[src/rtl/combined_lcg_shuffle_rng_assert.svh]
// Assertion macros used by the top-level RTL file.
`ifndef COMBINED_LCG_SHUFFLE_RNG_ASSERT_SVH
`define COMBINED_LCG_SHUFFLE_RNG_ASSERT_SVH

`ifndef NO_ASSERTIONS

`define CRNG_ASSERT(lbl, clk, rst_n, prop, msg) \
  lbl: assert property (@(posedge clk) disable iff (!rst_n) prop) \
    else $error(msg);

`define CRNG_ASSERT_NEXT(lbl, clk, rst_n, pre, post, msg) \
  lbl: assert property (@(posedge clk) disable iff (!rst_n) (pre) |=> (post)) \
    else $error(msg);

`else

`define CRNG_ASSERT(lbl, clk, rst_n, prop, msg)

`define CRNG_ASSERT_NEXT(lbl, clk, rst_n, pre, post, msg)

`endif

`endif

[src/rtl/crng_pkg.sv]
`default_nettype none

package crng_pkg;

  localparam int unsigned STREAMS    = 4;
  localparam int unsigned TABLE_SIZE = 32;

  localparam int unsigned VAL_W      = 31;
  localparam int unsigned SIDX_W     = (STREAMS > 1) ? $clog2(STREAMS) : 1;
  localparam int unsigned SLOT_W     = $clog2(TABLE_SIZE);
  localparam int unsigned TADDR_W    = SIDX_W + SLOT_W;
  localparam int unsigned TBL_DEPTH  = STREAMS * TABLE_SIZE;
  localparam int unsigned SEED_STEPS = TABLE_SIZE + 8;
  localparam int unsigned STEP_W     = $clog2(SEED_STEPS);

  localparam int unsigned A_W    = 16;
  localparam int unsigned FOLD_W = 8;
  localparam int unsigned PROD_W = A_W + VAL_W;
  localparam int unsigned SUM_W  = VAL_W + 1;

  localparam logic [VAL_W-1:0]  M1            = 31'd2147483563;
  localparam logic [VAL_W-1:0]  M2            = 31'd2147483399;
  localparam logic [A_W-1:0]    A1            = 16'd40014;
  localparam logic [A_W-1:0]    A2            = 16'd40692;
  localparam logic [FOLD_W-1:0] K1            = 8'd85;
  localparam logic [FOLD_W-1:0] K2            = 8'd249;
  localparam logic [VAL_W-1:0]  M1_LESS_ONE   = M1 - 31'd1;
  localparam logic [VAL_W-1:0]  GEN_TWO_RESET = 31'd123456789;

  localparam int unsigned       SLOT_SHIFT = VAL_W - SLOT_W;
  localparam logic [VAL_W-1:0]  SLOT_DIV   = VAL_W'(32'd1 + M1_LESS_ONE / TABLE_SIZE);

  typedef enum logic {
    ACT_SEED = 1'b0,
    ACT_DRAW = 1'b1
  } act_e;

  typedef enum logic {
    GEN_ONE = 1'b0,
    GEN_TWO = 1'b1
  } gen_e;

  typedef enum logic [7:0] {
    ST_CLR   = 8'b0000_0001,
    ST_IDLE  = 8'b0000_0010,
    ST_RD    = 8'b0000_0100,
    ST_MUL   = 8'b0000_1000,
    ST_FIN   = 8'b0001_0000,
    ST_SLOAD = 8'b0010_0000,
    ST_SRED  = 8'b0100_0000,
    ST_SSTEP = 8'b1000_0000
  } state_e;

  typedef struct packed {
    logic [VAL_W-1:0] gen_one;
    logic [VAL_W-1:0] gen_two;
    logic [VAL_W-1:0] last_out;
  } strm_t;

  typedef struct packed {
    logic               we;
    logic [TADDR_W-1:0] waddr;
    logic [VAL_W-1:0]   wdata;
    logic               re;
    logic [TADDR_W-1:0] raddr;
  } tbl_req_t;

  // floor(last / SLOT_DIV) mod TABLE_SIZE; SLOT_DIV sits two below a power of two
  function automatic logic [SLOT_W-1:0] slot_of(input logic [VAL_W-1:0] last);
    logic [SLOT_W-1:0]     q0;
    logic [SLOT_SHIFT:0]   rem;
    q0  = last[VAL_W-1:SLOT_SHIFT];
    rem = {1'b0, last[SLOT_SHIFT-1:0]} + {{(SLOT_SHIFT-SLOT_W){1'b0}}, q0, 1'b0};
    if (rem >= (SLOT_SHIFT+1)'(SLOT_DIV)) begin
      slot_of = q0 + SLOT_W'(1);
    end else begin
      slot_of = q0;
    end
  endfunction

endpackage

`default_nettype wire

[src/rtl/crng_table.sv]
`default_nettype none

module crng_table (
  input  wire logic                       clk_i,
  input  wire crng_pkg::tbl_req_t         req_i,
  output logic [crng_pkg::VAL_W-1:0]      rdata_o
);

  logic [crng_pkg::VAL_W-1:0] mem [crng_pkg::TBL_DEPTH];
  logic [crng_pkg::VAL_W-1:0] rdata_q;

  always_ff @(posedge clk_i) begin
    if (req_i.we) begin
      mem[req_i.waddr] <= req_i.wdata;
    end
    if (req_i.re) begin
      rdata_q <= mem[req_i.raddr];
    end
  end

  assign rdata_o = rdata_q;

endmodule

`default_nettype wire

[config.mk]
export PLATFORM = sky130hd
export DESIGN_NAME = crng_table
export DESIGN_NICKNAME = d
export VERILOG_FILES = /design/src/rtl/combined_lcg_shuffle_rng_assert.svh /design/src/rtl/crng_pkg.sv /design/src/rtl/crng_table.sv
export SDC_FILE = /design/constraint.sdc
export NUM_CORES = 2
export LEC_CHECK = 0
export BUFFER_PORTS_ARGS = -buffer_cell sky130_fd_sc_hd__buf_2
export CELL_PAD_IN_SITES_DETAIL_PLACEMENT = 0
export CELL_PAD_IN_SITES_GLOBAL_PLACEMENT = 2
export CORE_UTILIZATION = 43
export CTS_CLUSTER_DIAMETER = 100
export CTS_CLUSTER_SIZE = 40
export DETAILED_ROUTE_END_ITERATION = 6
export PLACE_DENSITY_LB_ADDON = 0.08
export REMOVE_ABC_BUFFERS = 1
export SLEW_MARGIN = 20
export SYNTH_ARGS = -nofsm -noshare
export SYNTH_HDL_FRONTEND = slang
export SYNTH_SLANG_ARGS = --single-unit
[constraint.sdc]
create_clock -name clk_i -period 6.85 [get_ports clk_i]
set_clock_uncertainty 0.1 [all_clocks]
set_input_delay 1.37 -clock clk_i [delete_from_list [all_inputs] [get_ports clk_i]]
set_output_delay 1.37 -clock clk_i [all_outputs]
set_load 0.05 [all_outputs]
After elaboration in Yosys (flattened, before gate mapping). Memory sizes are Yosys's and may differ from the RTL's. A register that Yosys moved wholly into a read port is not among the register bits. Index checks and enable logic that the tools add are counted. W data, S select, Z words.

Flip-flop bits (word level): 0. RAM bits: 3968. Input bits: 48. Output and inout bits: 31. Word-level logic and storage cells: 3. Memories kept: 1.

Multiplexer cells: 2.

Memories: mem (words 128, width 31, rd ports 1, clocked after memory_dff 1, write ports 1, RTL line crng_table.sv:9) `logic [crng_pkg::VAL_W-1:0] mem [crng_pkg::TBL_DEPTH];`.

Operators by type and width (number): $mux W1 (2).

Logic depth before layout (Yosys ltp).
Word-level depth: 2. Gate-level depth with buffers: 7. Depth with buffers taken out: 4.

Least setup slack after synthesis. OpenSTA, ideal clock, no wires.

Kind: input port to flip-flop. Start: input port req_i[46] (netlist bit). End: memory mem[98][0] (netlist bit), enable pin. Arrival time: 4.081 ns. Required time: 6.292 ns. Setup slack: 2.212 ns. Stages: 3. Path buffers: 1. Cell sequence: clkbuf_1 -> nand4_1 -> nor3_1.

Word-level cells in the longest chain between the ends: 2.

Ends and longest elaborated chain: from (decl) (RTL line crng_table.sv:5) `input wire crng_pkg::tbl_req_t req_i,`; $mux W1 (RTL line crng_table.sv:13) `if (req_i.we) begin`; $mux W1 (not written as such) (RTL line crng_table.sv:14) `mem[req_i.waddr] <= req_i.wdata;`; to (decl) (RTL line crng_table.sv:9).

Every way passes these cells.

==> impl_metrics.tcl <==
set metrics [dict create \
    cts_post_setup_buffers_inserted 0 \
    fill_cells 28220 \
    first_pass_iters 5 \
    status "finished, final reports clean" \
    start_util_pct 43.32 \
    drv_slew 0 \
    wirelength_mm 431.2 \
    synth_largest_area_cell "edfxtp_1" \
    cts_resized 0 \
    grt_max_degree 90 \
    min_period_ns 4.331 \
    p_leak_nw 48.99 \
    post-route-drc-count 0 \
    synth_cell_types 14 \
    fin_nets 6082 \
    crit_type "input port to flop" \
    syn2layout_area_growth_pct 9.061 \
    cp.required_ns 7.43 \
    max_slew.worst_pin.slew_ns 1.222 \
    grt_pass1_wl_mm 588.1 \
    die_w_um 596.0 \
    setup_viol 0 \
    hold_violations 0 \
    end_kind "flop" \
    start_kind "input port" \
    intPower_mw 32.43 \
    avgSynthCellArea_um2 26.12 \
    cts_tree "yes" \
    synth.top_cell.area_share_pct 79.15 \
    clock.fmax_mhz 230.9 \
    ir_worst_vdd_mv 0.2163 \
    dpl.hpwl_mm 252.2 \
    clkLatencyLatePin_ns 0.95 \
    rsz0062_at_grt "no" \
    syn_inst 5808 \
    multi_input_area_um2 31350 \
    ctsHoldBuffers 0 \
    grt_antenna_before_repair 81 \
    htree_levels 4 \
    final_util_pct 47.24 \
    core_area_um2 350200 \
    crit_fanout 52 \
    finalPower_mw 42.11 \
    netlist_area_um2 151700 \
    grtUsageTotal_pct 24.33 \
    yosys_warnings 0 \
    final_cell_mix "edfxtp_1, mux4_2, buf_4" \
    via_per_inst 6.198 \
    tns_ns 0 \
    drt_iter0_drc 8636 \
    comb_power_share_pct 6.6 \
    vias 66730 \
    layoutNonFillerInstCount 10770 \
    clk_pin_slew_ns 0.14 \
    dp_cells 10490 \
    place.port_buffers 78 \
    powerDensity_nw_per_um2 254.5 \
    maxCapViolCount 0 \
    final_common_cell "edfxtp_1" \
    holdCritPathClass "input port to flop" \
    clk_path_buf_depth 4 \
    ant_nets 0 \
    p_sw_mw 9.678 \
    grt_pass1_vias 67480 \
    clockRootBuffer "clkbuf_16" \
    grt_remaining_overflow 0 \
    fin_crit_sh_pct 63.22 \
    cts_buffers 142 \
    arrival_ns 4.91 \
    seqPwrFrac_pct 64.3 \
    wl_per_cell_um 40.06 \
    max_slew_margin_pct 18.52 \
    rows 217 \
    num_io_pins 79 \
    cts.sinks 3999 \
    die_h_um 596.0 \
    gp_congestion 0.7854 \
    synth-seq-cells 3999 \
    clkPwrFrac_pct 29.1 \
    yosysSeqAreaShare_pct 79.15 \
    layout-drive-gt1-share_pct 34.06 \
    die_area_um2 355200 \
    final-seq-area_um2 120100 \
    synth_area_leaders "edfxtp_1, mux4_2, clkbuf_1, nor2_1, buf_2" \
    swShare_pct 22.98 \
]
==> final timing paths <==
check              start  cells past startpoint     endpoint  slack, ns
max             req_i[0]                      7  rdata_o[11]       2.52
min            req_i[34]                      1  mem[66][26]       0.81
max reg2reg   mem[55][2]                      4   rdata_o[2]       3.90
min reg2reg  mem[61][23]                      4  rdata_o[23]       1.11
==> metal layers <==
metal | share of wire (%) | GRT usage (%)
met5 | 0.031 | 0
met2 | 48 | 38.76
met4 | 1.7 | 3.995
met1 | 44 | 36.50
met3 | 6.6 | 3.496
==> Yosys cell counts <==
master,number
or3_1,1
nand3_1,12
nand2b_1,2
nand2_1,14
mux4_2,1302
nand4_1,3
buf_1,39
buf_2,91
nor2_1,122
clkbuf_1,176
nor2b_1,7
edfxtp_1,3999
mux2_2,31
nor3_1,9
==> worst max-delay path, stage by stage <==
cell and delay [ns]:
buf_12 0.41, buf_12 0.37, buf_4 0.43, mux4_2 0.57, mux4_2 0.58, mux4_2 0.62
mux2_2 0.31
==> layout make-up <==
cell class	instances	area share [%]
Clock buffer	154	2.265
Multi-Input combinational cell	1503	18.94
Timing Repair Buffer	388	2.059
Clock inverter	92	0.6322
Antenna cell	31	0.04688
Tap cell	4599	3.478
Sequential cell	3999	72.57
==> stage by stage <==
stage | hold slack, ns | setup slack [ns] | instance area [um2]
detailed placement | 1.093 | 1.504 | 160600
global route | 0.7740 | 2.464 | 165400
CTS | 0.7538 | 2.535 | 165400
finish | 0.8071 | 2.519 | 165500
global placement | 1.094 | 1.503 | 160600
floorplan | 1.049 | 2.244 | 150500
==> sequential cells by signal, summed over array words and instances (netlist names) <==
| register | cells |
|---|---|
| mem | 3968 |
| rdata_o | 31 |
==> power by group through the flow <==
stage / Clock [mW] / Combinational (mW) / Sequential, mW
after floorplan: 0 / 0.998 / 27.7
after global placement: 0 / 2.79 / 27.6
after detailed placement: 0 / 2.82 / 27.6
after CTS: 12.5 / 2.82 / 27.1
after global routing: 13.2 / 2.91 / 27.1
final: 12.3 / 2.78 / 27.1
==> logic make-up (layout without fill, tap and decap cells) <==
| kind of cell | Yosys count | after routing | share of synthesized area (%) |
|---|---|---|---|
| simple gates | 170 | 170 | 0.4594 |
| flops | 3999 | 3999 | 79.15 |
| buf+inv | 306 | 634 | 0.8321 |
| other cells | 0 | 31 | 0 |
| mux | 1333 | 1333 | 19.56 |
Note: power is estimated with default switching activity, not from simulation.
