`src/rtl/combined_lcg_shuffle_rng_assert.svh`:
```
// Assertion macros used by the top-level RTL file.
`ifndef COMBINED_LCG_SHUFFLE_RNG_ASSERT_SVH
`define COMBINED_LCG_SHUFFLE_RNG_ASSERT_SVH

`ifndef NO_ASSERTIONS

`define CRNG_ASSERT(lbl, clk, rst_n, prop, msg) \
  lbl: assert property (@(posedge clk) disable iff (!rst_n) prop) \
    else $error(msg);

`define CRNG_ASSERT_NEXT(lbl, clk, rst_n, pre, post, msg) \
  lbl: assert property (@(posedge clk) disable iff (!rst_n) (pre) |=> (post)) \
    else $error(msg);

`else

`define CRNG_ASSERT(lbl, clk, rst_n, prop, msg)

`define CRNG_ASSERT_NEXT(lbl, clk, rst_n, pre, post, msg)

`endif

`endif

```
`src/rtl/crng_pkg.sv`:
```
`default_nettype none

package crng_pkg;

  localparam int unsigned STREAMS    = 4;
  localparam int unsigned TABLE_SIZE = 32;

  localparam int unsigned VAL_W      = 31;
  localparam int unsigned SIDX_W     = (STREAMS > 1) ? $clog2(STREAMS) : 1;
  localparam int unsigned SLOT_W     = $clog2(TABLE_SIZE);
  localparam int unsigned TADDR_W    = SIDX_W + SLOT_W;
  localparam int unsigned TBL_DEPTH  = STREAMS * TABLE_SIZE;
  localparam int unsigned SEED_STEPS = TABLE_SIZE + 8;
  localparam int unsigned STEP_W     = $clog2(SEED_STEPS);

  localparam int unsigned A_W    = 16;
  localparam int unsigned FOLD_W = 8;
  localparam int unsigned PROD_W = A_W + VAL_W;
  localparam int unsigned SUM_W  = VAL_W + 1;

  localparam logic [VAL_W-1:0]  M1            = 31'd2147483563;
  localparam logic [VAL_W-1:0]  M2            = 31'd2147483399;
  localparam logic [A_W-1:0]    A1            = 16'd40014;
  localparam logic [A_W-1:0]    A2            = 16'd40692;
  localparam logic [FOLD_W-1:0] K1            = 8'd85;
  localparam logic [FOLD_W-1:0] K2            = 8'd249;
  localparam logic [VAL_W-1:0]  M1_LESS_ONE   = M1 - 31'd1;
  localparam logic [VAL_W-1:0]  GEN_TWO_RESET = 31'd123456789;

  localparam int unsigned       SLOT_SHIFT = VAL_W - SLOT_W;
  localparam logic [VAL_W-1:0]  SLOT_DIV   = VAL_W'(32'd1 + M1_LESS_ONE / TABLE_SIZE);

  typedef enum logic {
    ACT_SEED = 1'b0,
    ACT_DRAW = 1'b1
  } act_e;

  typedef enum logic {
    GEN_ONE = 1'b0,
    GEN_TWO = 1'b1
  } gen_e;

  typedef enum logic [7:0] {
    ST_CLR   = 8'b0000_0001,
    ST_IDLE  = 8'b0000_0010,
    ST_RD    = 8'b0000_0100,
    ST_MUL   = 8'b0000_1000,
    ST_FIN   = 8'b0001_0000,
    ST_SLOAD = 8'b0010_0000,
    ST_SRED  = 8'b0100_0000,
    ST_SSTEP = 8'b1000_0000
  } state_e;

  typedef struct packed {
    logic [VAL_W-1:0] gen_one;
    logic [VAL_W-1:0] gen_two;
    logic [VAL_W-1:0] last_out;
  } strm_t;

  typedef struct packed {
    logic               we;
    logic [TADDR_W-1:0] waddr;
    logic [VAL_W-1:0]   wdata;
    logic               re;
    logic [TADDR_W-1:0] raddr;
  } tbl_req_t;

  // floor(last / SLOT_DIV) mod TABLE_SIZE; SLOT_DIV sits two below a power of two
  function automatic logic [SLOT_W-1:0] slot_of(input logic [VAL_W-1:0] last);
    logic [SLOT_W-1:0]     q0;
    logic [SLOT_SHIFT:0]   rem;
    q0  = last[VAL_W-1:SLOT_SHIFT];
    rem = {1'b0, last[SLOT_SHIFT-1:0]} + {{(SLOT_SHIFT-SLOT_W){1'b0}}, q0, 1'b0};
    if (rem >= (SLOT_SHIFT+1)'(SLOT_DIV)) begin
      slot_of = q0 + SLOT_W'(1);
    end else begin
      slot_of = q0;
    end
  endfunction

endpackage

`default_nettype wire

```
`src/rtl/crng_modmul.sv`:
```
`default_nettype none

module crng_modmul (
  input  wire logic                    clk_i,
  input  wire crng_pkg::gen_e          gen_i,
  input  wire logic [crng_pkg::VAL_W-1:0] x_i,
  output logic [crng_pkg::VAL_W-1:0]   r_o
);

  logic [crng_pkg::A_W-1:0]              mult_a;
  logic [crng_pkg::PROD_W-1:0]           prod_d, prod_q;
  crng_pkg::gen_e                        gen_q;
  logic [crng_pkg::A_W-1:0]              hi;
  logic [crng_pkg::VAL_W-1:0]            lo;
  logic [crng_pkg::FOLD_W-1:0]           fold_k;
  logic [crng_pkg::VAL_W-1:0]            modulus;
  logic [crng_pkg::A_W+crng_pkg::FOLD_W-1:0] fold;
  logic [crng_pkg::SUM_W-1:0]            sum;
  logic [crng_pkg::VAL_W-1:0]            r_d, r_q;

  always_comb begin
    mult_a = (gen_i == crng_pkg::GEN_TWO) ? crng_pkg::A2 : crng_pkg::A1;
    prod_d = crng_pkg::PROD_W'(mult_a) * crng_pkg::PROD_W'(x_i);
  end

  // fold the high part back: 2^31 == K (mod M)
  always_comb begin
    hi      = prod_q[crng_pkg::PROD_W-1:crng_pkg::VAL_W];
    lo      = prod_q[crng_pkg::VAL_W-1:0];
    fold_k  = (gen_q == crng_pkg::GEN_TWO) ? crng_pkg::K2 : crng_pkg::K1;
    modulus = (gen_q == crng_pkg::GEN_TWO) ? crng_pkg::M2 : crng_pkg::M1;
    fold    = (crng_pkg::A_W+crng_pkg::FOLD_W)'(hi) * (crng_pkg::A_W+crng_pkg::FOLD_W)'(fold_k);
    sum     = crng_pkg::SUM_W'(fold) + crng_pkg::SUM_W'(lo);
    if (sum >= crng_pkg::SUM_W'(modulus)) begin
      r_d = crng_pkg::VAL_W'(sum - crng_pkg::SUM_W'(modulus));
    end else begin
      r_d = crng_pkg::VAL_W'(sum);
    end
  end

  always_ff @(posedge clk_i) begin
    prod_q <= prod_d;
    gen_q  <= gen_i;
    r_q    <= r_d;
  end

  assign r_o = r_q;

endmodule

`default_nettype wire

```
`config.mk`:
```
export PLATFORM = sky130hd
export DESIGN_NAME = crng_modmul
export DESIGN_NICKNAME = d
export VERILOG_FILES = /design/src/rtl/combined_lcg_shuffle_rng_assert.svh /design/src/rtl/crng_pkg.sv /design/src/rtl/crng_modmul.sv
export SDC_FILE = /design/constraint.sdc
export NUM_CORES = 1
export LEC_CHECK = 0
export BUFFER_PORTS_ARGS = -buffer_cell sky130_fd_sc_hd__buf_2
export CAP_MARGIN = 20
export CORE_MARGIN = 2
export CORE_UTILIZATION = 45
export DETAILED_ROUTE_END_ITERATION = 10
export HOLD_SLACK_MARGIN = 0.08
export SLEW_MARGIN = 10
export SYNTH_ARGS = -nofsm -noshare
export SYNTH_HDL_FRONTEND = slang
export SYNTH_SLANG_ARGS = --single-unit
```
`constraint.sdc`:
```
create_clock -name clk_i -period 20 [get_ports clk_i]
set_input_delay 0 -clock clk_i [delete_from_list [all_inputs] [get_ports clk_i]]
set_output_delay 0 -clock clk_i [all_outputs]
set_load 0.005 [all_outputs]
```
Word-level counts from Yosys, hierarchy flattened
Index checks and enable logic that the tools add are counted.
W data, S select, Z words.
{"block": "word_totals", "word_cells": 12, "output_inout_bits": 31, "inputBits": 33, "reg_bits": 79}
{"block": "classes", "muxes": 4, "multipliers": 2, "add_sub_neg": 2, "order_cmp": 1}
{"cell": "$mul A16 B31 Y47", "count": 1}
{"cell": "$add A24 B31 Y32", "count": 1}
{"cell": "$ge A32 B31 Y1", "count": 1}
{"cell": "$mux W31", "count": 1}
{"cell": "$sub A31 B31 Y31", "count": 1}
{"cell": "$mul A16 B8 Y24", "count": 1}
{"cell": "$mux W8", "count": 2}
{"cell": "$mux W10", "count": 1}

Longest topological paths before layout
{"block": "logic_depth", "word_depth": 5, "mapped_depth": 26, "ltp_nobuf": 23}

Worst setup path before layout
No wires, ideal clock.
{"block": "synth_timing", "kind": "input to register", "startpoint": "input gen_i", "endpoint": "register prod_q[44] in the netlist's numbering", "slack_ns": 13.679, "path_buffers": 3, "required_time_ns": 19.879, "cell_stages": 24, "arrival_time_ns": 6.199, "setup_time_ns": 0.121, "path_cell_list": "clkbuf_1 > clkbuf_1 > and2_1 > fa_1 > fa_1 > inv_1 > fa_1 > inv_1 > fa_1 > inv_1 > fa_1 > inv_1 > fa_1 > ha_1 > clkbuf_1 > nand4_1 > or4_1 > a2111oi_0 > o211ai_1 > a21oi_1 > a221o_1 > a21o_1 > a21oi_1 > xnor2_1"}
{"block": "synth_via", "elab_chain_cells": 2}
{"element": "from (decl)", "line": "crng_modmul.sv:5", "source": "input wire crng_pkg::gen_e gen_i,"}
{"element": "$mux W10", "line": "crng_modmul.sv:22", "source": "mult_a = (gen_i == crng_pkg::GEN_TWO) ? crng_pkg::A2 : crng_pkg::A1;"}
{"element": "$mul A16 B31 Y47", "line": "crng_modmul.sv:23", "source": "prod_d = crng_pkg::PROD_W'(mult_a) * crng_pkg::PROD_W'(x_i);"}
{"element": "via prod_d (one bit)", "line": "crng_modmul.sv:11", "source": "logic [crng_pkg::PROD_W-1:0] prod_d, prod_q;"}
{"element": "to (signal assigned)", "line": "crng_modmul.sv:42", "source": "prod_q <= prod_d;"}
{"element": "to (decl)", "line": "crng_modmul.sv:11"}
The timed path passes the listed nets, and every way through them passes these cells.

Worst setup path in the final report
{"block": "layout_timing", "startpoint": "register gen_q", "endpoint": "register r_q, in the netlist r_o[1]"}
{"block": "layout_via", "elab_chain_cells": 5, "elab_cells_between_ends": 6, "cone_classes": "add/sub (1); mul (1); order compare (1); mux (3)"}
{"element": "from (decl)", "line": "crng_modmul.sv:12", "source": "crng_pkg::gen_e gen_q;"}
{"element": "from (signal assigned)", "line": "crng_modmul.sv:43", "source": "gen_q <= gen_i;"}
{"element": "$mux W8", "line": "crng_modmul.sv:30", "source": "fold_k = (gen_q == crng_pkg::GEN_TWO) ? crng_pkg::K2 : crng_pkg::K1;"}
{"element": "$mul A16 B8 Y24", "line": "crng_modmul.sv:32", "source": "fold = (crng_pkg::A_W+crng_pkg::FOLD_W)'(hi) * (crng_pkg::A_W+crng_pkg::FOLD_W)'(fold_k);"}
{"element": "$add A24 B31 Y32", "line": "crng_modmul.sv:33", "source": "sum = crng_pkg::SUM_W'(fold) + crng_pkg::SUM_W'(lo);"}
{"element": "$ge A32 B31 Y1 *", "line": "crng_modmul.sv:34", "source": "if (sum >= crng_pkg::SUM_W'(modulus)) begin"}
{"element": "$mux W31 *", "line": "crng_modmul.sv:34"}
{"element": "via r_d (one bit)", "line": "crng_modmul.sv:19", "source": "logic [crng_pkg::VAL_W-1:0] r_d, r_q;"}
{"element": "to (signal assigned)", "line": "crng_modmul.sv:44", "source": "r_q <= r_d;"}
{"element": "to (decl)", "line": "crng_modmul.sv:19"}
The timed path passes the listed nets; every way through them passes the cells marked *.

==> flow_summary.toml <==
[worst_setup_path]
start_kind = "register"
critPathKind = "reg -> reg"
critical_path.max_stage_delay_ns = 0.80
critical-path-top-cell-by-count = "fa_1"
crit_path_top_delay_cell = "nor3_4"
worst_setup_path_end_kind = "register"
critical_path.n_buffers_inverters = 3
critical_path.max_fanout = 36
critical_path.cell_chain = "buf_4 > and2_1 > xor2_1 > ha_1 > a21o_1 > fa_1 > inv_1 > fa_1 > fa_1 > inv_1 > ha_1 > a21o_1 > a2111oi_2 > o21a_1 > xnor2_1 > a21boi_0 > and3_1 > nand4b_2 > nor3_4 > nor2_2 > mux2_2"
arrival_ns = 7.22
cp_data_required_time_ns = 20.24
critPathTopFamily = "adder cells"

[synthesis]
synth_largest_area_cell = "fa_1"
post_synth_instance_area_sq_mm = 0.01858
synth_seq_area_share = 0.08406
edff_count_synth = 0
post_synth_inst_count = 1974
synth_top_cells_by_area = "fa_1 (40%), ha_1 (17%), inv_1 (12%)"
synthesis.area_per_instance_sq_um = 9.410
synth_seq_cells = 78
syn_nets = 2630
synthesis_warnings = 0
synth_largest_type_area_fraction = 0.3966
synthArstFlopShare = 0
yosys.cell_count.top_type = "inv_1"
netlist_top_cells_count = "inv_1 (614), fa_1 (368), ha_1 (255)"
yosys.cell_types.count = 73
synth_top_flop_cell = "dfxtp_1"

[floorplan]
die_height_microns = 207.2
chipWidth_microns = 207.2
floorplan.io_pins = 64
die_area_sq_mm = 0.04292
core-area_sq_mm = 0.04083
floorplan.rows = 74
starting_utilization_of_the_core_area = 0.4549

[timing]
worst_slew_margin_rel = 0.3935
rsz0062_at_grt = "false"
final.setup_skew_ns = 0.009505
finalSetupViolations = 0
final-hold-violation-count = 0
fmax_ghz = 0.1431
layout_worst_path_cycle_share = 0.3494
fin_setup_tns_ns = 0
final.min_clock_period_ns = 6.988
timing.final.max_slew_violations = 0
worstMarginPinSlew_ns = 0.9068

[grt]
gr-usage-met3 = 0.02047
top_usage_layer = "met2"
gr_ovfl_total = 0
grt_max_degree = 64
grtUsageMet2 = 0.3459
use_met1 = 0.2472
grt_antenna_before_repair = 1
grt_first_pass_wirelength_mm = 67.79
number_of_global_route_vias_before_repair = 14355
track_usage = 0.1924

[cells_and_area]
drive_above_1_share = 0.04849
multi_input_area_sq_mm = 0.01456
design.final.nets = 2672
register_area_sq_mm = 0.001562
area_delta_synth_final_pct = 6.325
antenna_cells_inserted = 0
nFillCells = 3862

[drt]
first_iteration_detailed_routing_drc_count = 444
wire_per_inst_microns = 14.80
totalWireLength_mm = 37.78
drt_first_pass_iters = 5
vias_per_cell = 4.984
detail-route-antenna-nets = 0
num_vias = 12723
post-route-drc-count = 0

[clock_tree]
number_of_buffers_inserted_by_post_cts_setup_repair = 0
cts_sinks = 78
clock_tree.buffer_depth = 2
clkTransAtPathRegs_ns = 0.06
cts-root-buf = "clkbuf_16"
clkLatencyLatePin_ns = 0.35
h-tree-depth = 3
cts_tree = "built"
numCtsBuffers = 9

[min_path]
min_path_type = "in -> reg"

[placement]
detailedPlacementHpwl_mm = 33.90
port-buffer-count = 63
gp_routability_congestion = 0.9022

[flow_run]
timing.max_cap.violations = 0

[status]
outcome = "complete, no violations"
## cell type report
| cell class | count | share of cell area |
|---|---|---|
| inverter | 614 | 0.1167 |
| clock buffer | 10 | 0.01159 |
| timing repair buffer | 67 | 0.01787 |
| tap | 532 | 0.03370 |
| multi-input combinational | 1246 | 0.7374 |
| clock inverter | 6 | 0.003674 |
| sequential | 78 | 0.07906 |
## routing by layer
layer	vias to the layer above	wire length, microns
li1	6144	-
met3	48	1154
met2	181	19050
met1	6350	16710
met5	-	0
met4	0	857
## sequential cells by signal, summed over array words and instances (netlist names)
name	count
gen_q	1
r_o	31
prod_q	46
## path summary, 6_finish.rpt
kind / from / endpoint / slack, ns / cells after the start
max: gen_q / r_o[1] / 13.01 / 21
min: gen_i / gen_q / 0.15 / 2
max reg2reg: gen_q / r_o[1] / 13.01 / 21
min reg2reg: prod_q[31] / r_o[0] / 0.58 / 1
## per-stage QoR
step                      setup slack (ns)  cells    util  area [sq um]  hold WS [ns]
after floorplan                      13.68   1974       -         18580       0.02772
after global placement               12.84   2535  0.4758         19430        0.3756
after detailed placement             12.75   2535  0.4758         19430        0.3743
after CTS                            13.03   2552  0.4834         19740        0.1470
after global routing                 12.40   2553  0.4837         19750        0.1843
final                                13.01   2553  0.4837         19750        0.1472
## cells in the final DEF, fill, tap and decap left out, drive strengths merged, types with 38 or more instances in the layout
cell type    n
xnor2       58
nand2       66
fa         368
inv        614
nor2        44
dfxtp       78
buf         65
and2        40
a21oi       70
o21ai       38
ha         255
## repair_timing
action	CTS	global route
endpoints found under the hold margin	1	0
hold buffers	1	0
gates resized for setup	0	0
## logic make-up (layout without fill, tap and decap cells)
group                    Yosys count  after routing  synth area share
buffers and inverters            650            697            0.1319
adder cells (fa/ha/maj)          623            623            0.5684
AND/OR/NAND/NOR                  286            286           0.08224
AO/OA/AOI/OAI                    246            246           0.08992
XOR/XNOR                          82             82           0.03866
flip-flops                        78             78           0.08406
multiplexers                       8              8          0.004648
other                              1              1         0.0002019
Power is not shown: default switching activity piles up to over one toggle a cycle in this logic, so the estimate is an artifact.
